### src/hdl/rhpg_pkg.sv
// Shared constants, types and arithmetic helpers of the rainbow pixel generator.
`default_nettype none

package rhpg_pkg;

  localparam int LED_COUNT = 16;
  localparam int IDX_W     = 6;
  localparam int Q_DEPTH   = 4;
  localparam int Q_PTR_W   = $clog2(Q_DEPTH);
  localparam int Q_CNT_W   = $clog2(Q_DEPTH + 1);

  localparam logic [IDX_W-1:0] LAST_IDX = IDX_W'(LED_COUNT - 1);
  localparam logic [7:0]       SPACING  = 8'((256 / LED_COUNT) % 256);

  localparam logic [7:0] HUE_SECTOR = 8'd43;
  localparam logic [7:0] FULL_SCALE = 8'd255;

  typedef enum logic [0:0] {
    FR_IDLE,
    FR_RUN
  } front_state_t;

  // One pixel request handed from the sequencer to the color converter
  typedef struct packed {
    logic [IDX_W-1:0] idx;
    logic             last;
    logic [7:0]       hue;
    logic [7:0]       sat;
    logic [7:0]       val;
  } pix_req_t;

  // floor(x / 255) for x <= 255*255
  function automatic logic [7:0] div255(input logic [15:0] x);
    logic [16:0] sum;
    sum = {1'b0, x} + 17'(x[15:8]) + 17'd1;
    return sum[15:8];
  endfunction

  // Hue to sector number (h / 43) and scaled remainder ((h % 43) * 6)
  function automatic logic [10:0] hue_split(input logic [7:0] h);
    logic [2:0] region;
    logic [7:0] base;
    logic [7:0] frac;
    region = 3'd0;
    base   = 8'd0;
    if (h >= 8'(5 * HUE_SECTOR)) begin
      region = 3'd5;
      base   = 8'(5 * HUE_SECTOR);
    end else if (h >= 8'(4 * HUE_SECTOR)) begin
      region = 3'd4;
      base   = 8'(4 * HUE_SECTOR);
    end else if (h >= 8'(3 * HUE_SECTOR)) begin
      region = 3'd3;
      base   = 8'(3 * HUE_SECTOR);
    end else if (h >= 8'(2 * HUE_SECTOR)) begin
      region = 3'd2;
      base   = 8'(2 * HUE_SECTOR);
    end else if (h >= HUE_SECTOR) begin
      region = 3'd1;
      base   = HUE_SECTOR;
    end
    frac = h - base;
    return {region, 8'({frac, 2'b00} + {1'b0, frac, 1'b0})};
  endfunction

endpackage

`default_nettype wire

### src/hdl/rainbow_hsv_pixel_generator.sv
// Top level of the rainbow HSV pixel generator: sequencer, queue and converter.
//
//  channel | direction | tdata (low bit up)                          | tlast
//  in_     | request   | saturation[7:0], brightness[15:8]           | -
//  out_    | pixel     | pixel_index[5:0], red[13:6], green[21:14],  | last_pixel
//          |           | blue[29:22], zero[31:30]                    |
//
//  A frame request is accepted at the sequencer, which then puts one pixel request
//  per cycle into the queue while the queue is not full.
//  Each pixel passes through the register stages of the converter pipeline before it shows.
//  Reset clears the base hue to zero and empties queue and pipeline.
//  A stall on out_tready backs up the pipeline, then the queue, then the input.
`default_nettype none

module rainbow_hsv_pixel_generator
  import rhpg_pkg::*;
(
  input  wire logic        clk,
  input  wire logic        rst_n,
  input  wire logic        in_tvalid,
  output logic             in_tready,
  input  wire logic [15:0] in_tdata,   // saturation[7:0], brightness[15:8]
  output logic             out_tvalid,
  input  wire logic        out_tready,
  output logic [31:0]      out_tdata,  // pixel_index[5:0], red, green, blue, zero pad
  output logic             out_tlast
);

  pix_req_t         fq_data, qb_data;
  logic             fq_push, fq_full;
  logic             qb_valid, qb_pop;
  logic [IDX_W-1:0] pix_idx;
  logic [7:0]       pix_red, pix_green, pix_blue;

  rhpg_front u_front (
    .clk       (clk),
    .rst_n     (rst_n),
    .in_tvalid (in_tvalid),
    .in_tready (in_tready),
    .in_sat    (in_tdata[7:0]),
    .in_val    (in_tdata[15:8]),
    .q_push    (fq_push),
    .q_full    (fq_full),
    .q_data    (fq_data)
  );

  rhpg_fifo u_fifo (
    .clk       (clk),
    .rst_n     (rst_n),
    .push      (fq_push),
    .push_data (fq_data),
    .full      (fq_full),
    .pop       (qb_pop),
    .not_empty (qb_valid),
    .pop_data  (qb_data)
  );

  rhpg_back u_back (
    .clk        (clk),
    .rst_n      (rst_n),
    .q_valid    (qb_valid),
    .q_pop      (qb_pop),
    .q_data     (qb_data),
    .out_tvalid (out_tvalid),
    .out_tready (out_tready),
    .out_idx    (pix_idx),
    .out_red    (pix_red),
    .out_green  (pix_green),
    .out_blue   (pix_blue),
    .out_last   (out_tlast)
  );

  assign out_tdata = {2'b00, pix_blue, pix_green, pix_red, pix_idx};

endmodule

`default_nettype wire

### src/hdl/rhpg_front.sv
// Frame sequencer: takes a frame request and issues one hue request per LED.
`default_nettype none

module rhpg_front
  import rhpg_pkg::*;
(
  input  wire logic     clk,
  input  wire logic     rst_n,
  input  wire logic     in_tvalid,
  output logic          in_tready,
  input  wire logic [7:0] in_sat,
  input  wire logic [7:0] in_val,
  output logic          q_push,
  input  wire logic     q_full,
  output pix_req_t      q_data
);

  front_state_t     state_r, state_nxt;
  logic [7:0]       sat_r, val_r;
  logic [IDX_W-1:0] idx_r;
  logic [7:0]       hue_r;
  logic [7:0]       base_hue_r;
  logic             accept;
  logic             last_push;

  assign accept    = in_tvalid && in_tready;
  assign last_push = q_push && (idx_r == LAST_IDX);

  always_comb begin
    state_nxt = state_r;
    case (state_r)
      FR_IDLE: if (in_tvalid) state_nxt = FR_RUN;
      FR_RUN:  if (last_push) state_nxt = FR_IDLE;
      default: state_nxt = FR_IDLE;
    endcase
  end

  always_comb begin
    in_tready = 1'b0;
    q_push    = 1'b0;
    case (state_r)
      FR_IDLE: in_tready = 1'b1;
      FR_RUN:  q_push    = !q_full;
      default: in_tready = 1'b0;
    endcase
  end

  always_comb begin
    q_data.idx  = idx_r;
    q_data.last = (idx_r == LAST_IDX);
    q_data.hue  = hue_r;
    q_data.sat  = sat_r;
    q_data.val  = val_r;
  end

  always_ff @(posedge clk) begin
    if (!rst_n) begin
      state_r    <= FR_IDLE;
      base_hue_r <= 8'd0;
    end else begin
      state_r <= state_nxt;
      // advance the base hue once the frame's final request is out
      if (last_push) base_hue_r <= base_hue_r + 8'd1;
    end
  end

  always_ff @(posedge clk) begin
    if (accept) begin
      sat_r <= in_sat;
      val_r <= in_val;
      idx_r <= '0;
      hue_r <= base_hue_r;
    end else if (q_push) begin
      idx_r <= idx_r + IDX_W'(1);
      hue_r <= hue_r + SPACING;
    end
  end

endmodule

`default_nettype wire

### src/hdl/rhpg_fifo.sv
// Short request queue between the frame sequencer and the color converter.
`default_nettype none

module rhpg_fifo
  import rhpg_pkg::*;
(
  input  wire logic     clk,
  input  wire logic     rst_n,
  input  wire logic     push,
  input  pix_req_t      push_data,
  output logic          full,
  input  wire logic     pop,
  output logic          not_empty,
  output pix_req_t      pop_data
);

  pix_req_t           mem_r [Q_DEPTH];
  logic [Q_PTR_W-1:0] wr_ptr_r, rd_ptr_r;
  logic [Q_CNT_W-1:0] cnt_r, cnt_nxt;
  logic               do_push, do_pop;

  assign full      = (cnt_r == Q_CNT_W'(Q_DEPTH));
  assign not_empty = (cnt_r != '0);
  assign pop_data  = mem_r[rd_ptr_r];
  assign do_push   = push && !full;
  assign do_pop    = pop && not_empty;

  always_comb begin
    cnt_nxt = cnt_r;
    if (do_push && !do_pop) cnt_nxt = cnt_r + Q_CNT_W'(1);
    else if (do_pop && !do_push) cnt_nxt = cnt_r - Q_CNT_W'(1);
  end

  always_ff @(posedge clk) begin
    if (!rst_n) begin
      wr_ptr_r <= '0;
      rd_ptr_r <= '0;
      cnt_r    <= '0;
    end else begin
      cnt_r <= cnt_nxt;
      if (do_push) wr_ptr_r <= wr_ptr_r + Q_PTR_W'(1);
      if (do_pop)  rd_ptr_r <= rd_ptr_r + Q_PTR_W'(1);
    end
  end

  always_ff @(posedge clk) begin
    if (do_push) mem_r[wr_ptr_r] <= push_data;
  end

endmodule

`default_nettype wire

### src/hdl/rhpg_back.sv
// HSV to RGB converter pipeline with a registered result stage.
`default_nettype none

module rhpg_back
  import rhpg_pkg::*;
(
  input  wire logic     clk,
  input  wire logic     rst_n,
  input  wire logic     q_valid,
  output logic          q_pop,
  input  pix_req_t      q_data,
  output logic          out_tvalid,
  input  wire logic     out_tready,
  output logic [IDX_W-1:0] out_idx,
  output logic [7:0]    out_red,
  output logic [7:0]    out_green,
  output logic [7:0]    out_blue,
  output logic          out_last
);

  typedef struct packed {
    logic [IDX_W-1:0] idx;
    logic             last;
    logic [2:0]       region;
    logic [7:0]       sat;
    logic [7:0]       val;
  } pix_ctl_t;

  // stage 1: sector and remainder
  pix_ctl_t   c1_r;
  logic [7:0] rem1_r;
  // stage 2: first products
  pix_ctl_t   c2_r;
  logic [15:0] sr_prod2_r, st_prod2_r, p_prod2_r;
  // stage 3: scaled terms
  pix_ctl_t   c3_r;
  logic [7:0] p3_r, qf3_r, tf3_r;
  // stage 4: second products
  pix_ctl_t   c4_r;
  logic [7:0] p4_r;
  logic [15:0] q_prod4_r, t_prod4_r;

  logic v1_r, v2_r, v3_r, v4_r, vo_r;
  logic rdy1, rdy2, rdy3, rdy4, rdyo;

  logic [10:0] split;
  logic [7:0]  q4, t4;
  logic [7:0]  red_nxt, green_nxt, blue_nxt;
  logic [7:0]  red_r, green_r, blue_r;
  logic [IDX_W-1:0] idx_r;
  logic        last_r;

  assign rdyo  = !vo_r || out_tready;
  assign rdy4  = !v4_r || rdyo;
  assign rdy3  = !v3_r || rdy4;
  assign rdy2  = !v2_r || rdy3;
  assign rdy1  = !v1_r || rdy2;
  assign q_pop = q_valid && rdy1;

  assign split = hue_split(q_data.hue);
  assign q4    = div255(q_prod4_r);
  assign t4    = div255(t_prod4_r);

  always_comb begin
    red_nxt   = c4_r.val;
    green_nxt = c4_r.val;
    blue_nxt  = c4_r.val;
    if (c4_r.sat != 8'd0) begin
      case (c4_r.region)
        3'd0: begin red_nxt = c4_r.val; green_nxt = t4;       blue_nxt = p4_r;     end
        3'd1: begin red_nxt = q4;       green_nxt = c4_r.val; blue_nxt = p4_r;     end
        3'd2: begin red_nxt = p4_r;     green_nxt = c4_r.val; blue_nxt = t4;       end
        3'd3: begin red_nxt = p4_r;     green_nxt = q4;       blue_nxt = c4_r.val; end
        3'd4: begin red_nxt = t4;       green_nxt = p4_r;     blue_nxt = c4_r.val; end
        default: begin red_nxt = c4_r.val; green_nxt = p4_r;  blue_nxt = q4;       end
      endcase
    end
  end

  always_ff @(posedge clk) begin
    if (!rst_n) begin
      v1_r <= 1'b0;
      v2_r <= 1'b0;
      v3_r <= 1'b0;
      v4_r <= 1'b0;
      vo_r <= 1'b0;
    end else begin
      if (rdy1) v1_r <= q_valid;
      if (rdy2) v2_r <= v1_r;
      if (rdy3) v3_r <= v2_r;
      if (rdy4) v4_r <= v3_r;
      if (rdyo) vo_r <= v4_r;
    end
  end

  always_ff @(posedge clk) begin
    if (rdy1) begin
      c1_r.idx    <= q_data.idx;
      c1_r.last   <= q_data.last;
      c1_r.region <= split[10:8];
      c1_r.sat    <= q_data.sat;
      c1_r.val    <= q_data.val;
      rem1_r      <= split[7:0];
    end
    if (rdy2) begin
      c2_r       <= c1_r;
      sr_prod2_r <= c1_r.sat * rem1_r;
      st_prod2_r <= c1_r.sat * (FULL_SCALE - rem1_r);
      p_prod2_r  <= c1_r.val * (FULL_SCALE - c1_r.sat);
    end
    if (rdy3) begin
      c3_r  <= c2_r;
      p3_r  <= div255(p_prod2_r);
      qf3_r <= FULL_SCALE - div255(sr_prod2_r);
      tf3_r <= FULL_SCALE - div255(st_prod2_r);
    end
    if (rdy4) begin
      c4_r      <= c3_r;
      p4_r      <= p3_r;
      q_prod4_r <= c3_r.val * qf3_r;
      t_prod4_r <= c3_r.val * tf3_r;
    end
    if (rdyo) begin
      idx_r   <= c4_r.idx;
      last_r  <= c4_r.last;
      red_r   <= red_nxt;
      green_r <= green_nxt;
      blue_r  <= blue_nxt;
    end
  end

  assign out_tvalid = vo_r;
  assign out_idx    = idx_r;
  assign out_red    = red_r;
  assign out_green  = green_r;
  assign out_blue   = blue_r;
  assign out_last   = last_r;

endmodule

`default_nettype wire

### config.mk
export PLATFORM = sky130hd
export DESIGN_NAME = rainbow_hsv_pixel_generator
export DESIGN_NICKNAME = d
export VERILOG_FILES = /design/src/hdl/rhpg_pkg.sv /design/src/hdl/rainbow_hsv_pixel_generator.sv /design/src/hdl/rhpg_front.sv /design/src/hdl/rhpg_fifo.sv /design/src/hdl/rhpg_back.sv
export SDC_FILE = /design/constraint.sdc
export NUM_CORES = 1
export LEC_CHECK = 0
export BUFFER_PORTS_ARGS = -buffer_cell sky130_fd_sc_hd__buf_2
export CAP_MARGIN = 20
export CORE_ASPECT_RATIO = 0.7
export CORE_MARGIN = 3
export CORE_UTILIZATION = 58
export CTS_CLUSTER_SIZE = 40
export DETAILED_ROUTE_END_ITERATION = 10
export GPL_TIMING_DRIVEN = 1
export PLACE_DENSITY = 0.81
export SLEW_MARGIN = 20
export SYNTH_ARGS = -nofsm -noshare
export SYNTH_HDL_FRONTEND = slang
export SYNTH_HIERARCHICAL = 1
export SYNTH_SLANG_ARGS = --single-unit
### constraint.sdc
create_clock -name clk -period 4.7 [get_ports clk]
set_input_delay 0.47 -clock clk [delete_from_list [all_inputs] [get_ports clk]]
set_output_delay 0.47 -clock clk [all_outputs]
set_load 0.01 [all_outputs]
Yosys cells after proc, flatten, opt, wreduce, memory -nomap -nowiden
Memories as Yosys holds them, arrays and structs flattened. A register that Yosys moved wholly into a read port is not among the register bits.
Index checks and enable logic that the tools add are counted.
- add/sub/neg operators: 23
- multipliers: 5
- order comparisons: 5
- equality and inequality tests: 6
- muxes and demuxes: 28
- bitwise gates (word level): 1
- reductions and logical operators: 30
- operators by type and width (kind ; number):
    16-bit by 1-bit adder with 16-bit output (second input constant) ; 5
    16-bit by 8-bit adder with 16-bit output ; 5
    8-bit one-hot mux with 3 select lines ; 3
    8-bit by 8-bit multiplier with 16-bit output ; 3
    8-bit 2-to-1 mux ; 5
    8-bit by 16-bit multiplier with 16-bit output ; 2
    7-bit 2-to-1 mux ; 4
    8-bit greater-or-equal comparator (second input constant) ; 3
    8-bit by 8-bit subtractor with 9-bit output (first input constant) ; 2
    8-bit subtractor (first input constant) ; 2
    3-bit 2-to-1 mux ; 4
    2-bit OR reduction ; 5
    8-bit by 1-bit adder with 8-bit output (second input constant) ; 1
    8-bit by 5-bit adder with 8-bit output (second input constant) ; 1
    8-bit adder ; 1
    8-bit by 6-bit greater-or-equal comparator with 1-bit output (second input constant) ; 1
    8-bit by 7-bit greater-or-equal comparator with 1-bit output (second input constant) ; 1
    1-bit zero test ; 8
    1-bit 2-to-1 mux ; 8
    8-bit nonzero test ; 1
    1-bit logical AND ; 7
    7-bit subtractor ; 1
    6-bit by 1-bit adder with 6-bit output (second input constant) ; 1
    3-bit by 2-bit equality test with 1-bit output (second input constant) ; 2
    other kinds (14) ; 22
- bits in registers: 306
- RAM bits: 124
- input bits: 20
- memories kept: 1
- memories (name ; depth ; width ; read ports ; clocked after memory_dff ; wr ports ; line ; RTL):
    u_fifo.mem_r ; 4 ; 31 ; 1 ; 1 ; 1 ; rhpg_fifo.sv:17 ; pix_req_t mem_r [Q_DEPTH];

Logic depth before layout (Yosys ltp)
- depth in word-level cells: 11
- gate-level depth with buffers: 20

Cells and area by module
The synthesis kept the hierarchy.
- by module, submodules not included (module ; instances ; cells an instance ; area an instance (um^2)):
    rhpg_back ; 1 ; 1919 ; 20718.6
    rhpg_fifo ; 1 ; 209 ; 4962.3
    rhpg_front ; 1 ; 126 ; 1595.3
    rainbow_hsv_pixel_generator ; 1 ; 3 ; 18.8

Least setup slack after synthesis
No wires, ideal clock.
- kind: reg2reg
- from: register (tool-made name)
- to: register u_back.rem1_r[7] (data pin)
- arrival: 4.477 ns
- setup slack: -0.044 ns
- stages on the path, launching flop included: 18
- path buffers: 1
- clock period less this slack: 4.744 ns
- cells stage by stage: dfxtp_1 -> buf_6 -> mux4_2 -> or4_1 -> or3_1 -> o21ai_0 -> a31oi_1 -> a21o_1 -> ha_1 -> fa_1 -> xnor2_1 -> ha_1 -> a21o_1 -> a21oi_1 -> o21bai_1 -> a21oi_1 -> xnor2_2 -> xnor3_1
- RTL lines (what ; line ; RTL):
    end signal, assigned ; rhpg_back.sv:103 ; rem1_r <= split[7:0];
    end, declared ; rhpg_back.sv:31 ; logic [7:0] rem1_r;

Worst setup path after layout
- from: register u_back/c1_r[9] in the netlist's numbering
- to: register u_back.p_prod2_r[15] (data pin)
- word-level cells in the longest chain between the ends: 2
- RTL lines (what ; line ; RTL):
    start, declared ; rhpg_back.sv:30 ; pix_ctl_t c1_r;
    8-bit by 8-bit subtractor with 9-bit output ; rhpg_back.sv:109 ; p_prod2_r <= c1_r.val * (FULL_SCALE - c1_r.sat);
    8-bit by 16-bit multiplier with 16-bit output ; rhpg_back.sv:109 ;
    end signal, assigned ; rhpg_back.sv:109 ;
    end, declared ; rhpg_back.sv:34 ; logic [15:0] sr_prod2_r, st_prod2_r, p_prod2_r;
Every way passes these cells.
A chain may end at the register's enable or synchronous reset.

==> impl_results.html <==
<table>
<tr><th>Metric</th><th>Value</th></tr>
<tr><th colspan="2">Outcome</th></tr>
<tr><td>Outcome</td><td>finished clean</td></tr>
<tr><th colspan="2">Global routing</th></tr>
<tr><td>Busiest layer in global routing</td><td>met2</td></tr>
<tr><td>First-pass GRT wire length</td><td>96.04 mm</td></tr>
<tr><td>Global routing usage on met2</td><td>39.24%</td></tr>
<tr><td>Via count of the first global-routing pass</td><td>17980</td></tr>
<tr><td>Global routing met3 resource utilization</td><td>4.197%</td></tr>
<tr><td>Maximum number of pins on one net before global-route repair</td><td>51</td></tr>
<tr><td>Met1 usage in global routing</td><td>34.32%</td></tr>
<tr><td>Number of antenna violations at the first check in global routing</td><td>2</td></tr>
<tr><td>GR Overflow Total</td><td>0</td></tr>
<tr><td>Tot GR Track Use</td><td>24.29%</td></tr>
<tr><th colspan="2">CTS</th></tr>
<tr><td>Number of buffers created by CTS</td><td>42</td></tr>
<tr><td>TritonCTS clock tree</td><td>done</td></tr>
<tr><td>Clock latency on the worst-skew pair</td><td>0.57 ns</td></tr>
<tr><td>Number of sinks on the clock net</td><td>429</td></tr>
<tr><td>Number of H-tree levels</td><td>2</td></tr>
<tr><td>Maximum count of clock buffers along a single path</td><td>3</td></tr>
<tr><td>Root buffer cell</td><td>clkbuf_16</td></tr>
<tr><td>Hold buffer count at CTS</td><td>0</td></tr>
<tr><td>Clock input transition at the sequential cells of the worst setup and hold paths</td><td>0.07 ns</td></tr>
<tr><th colspan="2">Yosys</th></tr>
<tr><td>Sequential element share of the synthesized area</td><td>46.13%</td></tr>
<tr><td>Share of synthesized registers carrying an async set or reset</td><td>0%</td></tr>
<tr><td>Count of flip-flops with a built-in enable after synthesis</td><td>400</td></tr>
<tr><td>Total of flip-flops plus latches after synthesis</td><td>429</td></tr>
<tr><td>Leading post-synthesis cells by cell area</td><td>edfxtp_1 44%, fa_1 13%, ha_1 11%</td></tr>
<tr><td>Synth Flop Type</td><td>edfxtp_1</td></tr>
<tr><td>Top cell type by total area after synthesis</td><td>edfxtp_1</td></tr>
<tr><td>Fraction of post-synthesis cell area in the top cell type by area</td><td>44.01%</td></tr>
<tr><td>Unique cell type count in the Yosys netlist</td><td>81</td></tr>
<tr><td>Yosys warnings</td><td>6</td></tr>
<tr><td>Average footprint of a synthesized cell</td><td>12.09 um^2</td></tr>
<tr><td>Area of the mapped netlist</td><td>0.02729 mm^2</td></tr>
<tr><td>Cell count after synthesis</td><td>2257</td></tr>
<tr><th colspan="2">Place</th></tr>
<tr><td>Post-DP HPWL</td><td>42.95 mm</td></tr>
<tr><td>Count of input and output buffers</td><td>52</td></tr>
<tr><td>Count of placed standard cells including taps</td><td>2942</td></tr>
<tr><td>Weighted congestion at the end of routability-driven global placement</td><td>0.9056</td></tr>
<tr><th colspan="2">Drt</th></tr>
<tr><td>Total iterations of the first detailed-routing run</td><td>5</td></tr>
<tr><td>Routed wirelength normalized by instance count</td><td>19.66 um</td></tr>
<tr><td>Via Count</td><td>17700</td></tr>
<tr><td>Vias per Instance</td><td>5.775</td></tr>
<tr><td>Final Routed Wirelength</td><td>60.26 mm</td></tr>
<tr><td>Number of DRC violations after detailed routing</td><td>0</td></tr>
<tr><td>Number of DRC markers in iteration 0</td><td>1453</td></tr>
<tr><td>Number of nets with antenna violations after detailed routing</td><td>0</td></tr>
<tr><th colspan="2">Final layout</th></tr>
<tr><td>Signed area change from the synthesized netlist to the final layout</td><td>12.62%</td></tr>
<tr><td>Nets@finish</td><td>2868</td></tr>
<tr><td>Layout filler cell count</td><td>3128</td></tr>
<tr><td>Ant. Diodes</td><td>0</td></tr>
<tr><td>Utilization of the core after routing</td><td>67.14%</td></tr>
<tr><td>Count of placed standard cells in the final layout, fillers left out</td><td>3065</td></tr>
<tr><td>Layout cell share with drive strength beyond 1</td><td>15.11%</td></tr>
<tr><th colspan="2">Job</th></tr>
<tr><td>Maximum Capacitance Violations</td><td>0</td></tr>
<tr><th colspan="2">Setup path</th></tr>
<tr><td>Arr. time, crit path</td><td>4.94 ns</td></tr>
<tr><td>Endpoint kind of the worst setup timing path</td><td>flop</td></tr>
<tr><td>Type of origin of the critical path</td><td>flop</td></tr>
<tr><td>R2R Setup Slk</td><td>0.05 ns</td></tr>
<tr><td>Crit Path Class</td><td>reg2reg</td></tr>
<tr><td>Crit path max-delay cell type</td><td>fa_1</td></tr>
<tr><td>CP cell instances</td><td>buf_6, nand2b_1, fa_1, inv_1, fa_1, ha_1, inv_1, fa_1, inv_1, ha_1, buf_4, nand2_1, o211ai_1, a21oi_1, o21bai_1, a211oi_2, a21oi_1, xnor2_1</td></tr>
<tr><td>Required time of the critical path</td><td>4.99 ns</td></tr>
<tr><td>Highest net fanout along the worst path</td><td>6</td></tr>
<tr><td>Longest individual stage delay on the worst path</td><td>0.57 ns</td></tr>
<tr><th colspan="2">Timing</th></tr>
<tr><td>Number of slew-limit violations in the final report</td><td>0</td></tr>
<tr><td>Worst-case clock skew</td><td>0.03038 ns</td></tr>
<tr><td>Ratio of final minimum period to clock period</td><td>98.92%</td></tr>
<tr><td>Top achievable clock speed</td><td>0.2151 GHz</td></tr>
<tr><td>Fin crit period</td><td>4.649 ns</td></tr>
<tr><td>Worst hold slack after final layout</td><td>0.07266 ns</td></tr>
<tr><td>Unrepaired setup endpoints after global routing</td><td>true</td></tr>
<tr><td>Worst slew slack as a fraction of its limit</td><td>31.67%</td></tr>
<tr><td>Setup-failing EPs final</td><td>0</td></tr>
<tr><td>Final-report hold violation count</td><td>0</td></tr>
<tr><td>Slew at the pin with the worst max-slew slack</td><td>1.021 ns</td></tr>
<tr><th colspan="2">Hold path</th></tr>
<tr><td>Worst min-delay path category</td><td>in2reg</td></tr>
<tr><th colspan="2">Floorplanning</th></tr>
<tr><td>DIE AREA</td><td>0.04974 mm^2</td></tr>
<tr><td>Ports</td><td>55</td></tr>
<tr><td>Horizontal extent of the die</td><td>265.3 um</td></tr>
<tr><td>Initial cell density of the core</td><td>59.61%</td></tr>
<tr><td>Row Count</td><td>65</td></tr>
<tr><td>Die Y-Extent</td><td>187.5 um</td></tr>
<tr><td>Floorplan Core Area</td><td>0.04579 mm^2</td></tr>
</table>
[path summary, 6_finish.rpt]
check	startpoint	end	depth (start not counted)
hold reg to reg	u_back/c1_r[21]	u_back/c2_r[21]	0
setup / recovery	u_back/c1_r[9]	u_back/p_prod2_r[15]	18
hold / removal	in_tdata[9]	u_front/val_r[1]	1
setup reg to reg	u_back/c1_r[9]	u_back/p_prod2_r[15]	18
[registers in the layout, indices dropped and copies added, names as in the netlist, 15 cells and up, named ones only]
register	count
u_back/c2_r	26
u_back/sr_prod2_r	15
u_back/c3_r	26
u_back/q_prod4_r	16
u_back/c1_r	26
u_back/st_prod2_r	15
u_back/c4_r	26
u_fifo/mem_r	124
u_back/t_prod4_r	16
u_back/p_prod2_r	16
[cells in the mapped netlist, types with 29 or more instances]
master    number
nor2b_1       67
inv_1        317
nand2b_1      34
nand2_1      188
and2_1       118
fa_1         179
dfxtp_1       29
o21ai_0       42
xnor2_1       79
edfxtp_1     400
nand3_1       32
clkbuf_1      42
mux4_2        31
a21oi_1       88
ha_1         239
nor2_1       100
[area by class of cell]
class	count	area (um^2)	area share, %
flip-flops and latches	429	12600	40.98
repair buffers	190	1319	4.290
well taps	603	754.5	2.454
clock inverters	31	329.1	1.070
inverters	320	1215	3.952
clock buffers	45	1082	3.521
multi-input cells	1447	13440	43.73
[metal layers]
metal  wire length, um  vias to the layer above
li1                  -                     8061
met1             25120                     8744
met2             28560                      739
met3              4803                      155
met4              1766                        2
met5                11                        -
[cell families (layout without fill, tap and decap cells)]
family,count (synthesis),after routing,share of synthesized area [%]
mux,41,41,2.929
buf+inv,382,586,5.450
compound gates,262,262,6.276
flops,429,429,46.13
simple gates,616,616,11.57
fa+ha+maj,418,418,24.08
other cells,1,2,0.01374
xor+xnor,108,108,3.543
[what timing repair did]
item,in CTS,in global routing
cloned,0,0
pin swaps,7,36
resized for setup,12,46
endpoints found under the setup margin,9,19
setup buffers,22,25
hold endpoints to repair,0,0
[critical path: cells and delay by family, from the launching register on]
kind | cells | cell delay, ns
adder cells (fa/ha/maj) | 5 | 2.16
AO/OA/AOI/OAI | 5 | 0.82
flip-flops | 1 | 0.52
buffers and inverters | 5 | 0.51
AND/OR/NAND/NOR | 2 | 0.22
XOR/XNOR | 1 | 0.15
[metrics by stage]
stage | setup TNS (ns) | instance area (um^2) | worst slack (ns)
3_3_place_gp | 0 | 28730 | 0.01785
6_report | 0 | 30740 | 0.05056
2_1_floorplan | 0 | 27310 | 0.002386
4_1_cts | 0 | 30360 | 0.004509
5_1_grt | -0.3774 | 30740 | -0.06315
3_5_place_dp | -0.3351 | 28730 | -0.08712
[cell usage in the layout, fill, tap and decap left out, types with 10 or more instances in the layout]
cell and count:
nor2b_1 65, fa_1 177, o21ai_0 38, o21a_1 13
a21oi_1 82, nand2b_1 33, inv_1 313, buf_2 52
o22ai_1 14, nor3_1 12, dfxtp_1 27, nand4_1 11
nand3_1 32, buf_4 132, a21o_1 16, nand2_1 185
ha_1 233, and3_1 12, clkbuf_16 42, and2_1 114
xnor2_1 76, nor2_1 100, mux4_2 31, edfxtp_1 400
xor2_1 26, a31oi_1 10
Power is left out: the tool's default activity adds up to more than one toggle a clock period on the data nets, which glitch-free logic cannot reach.
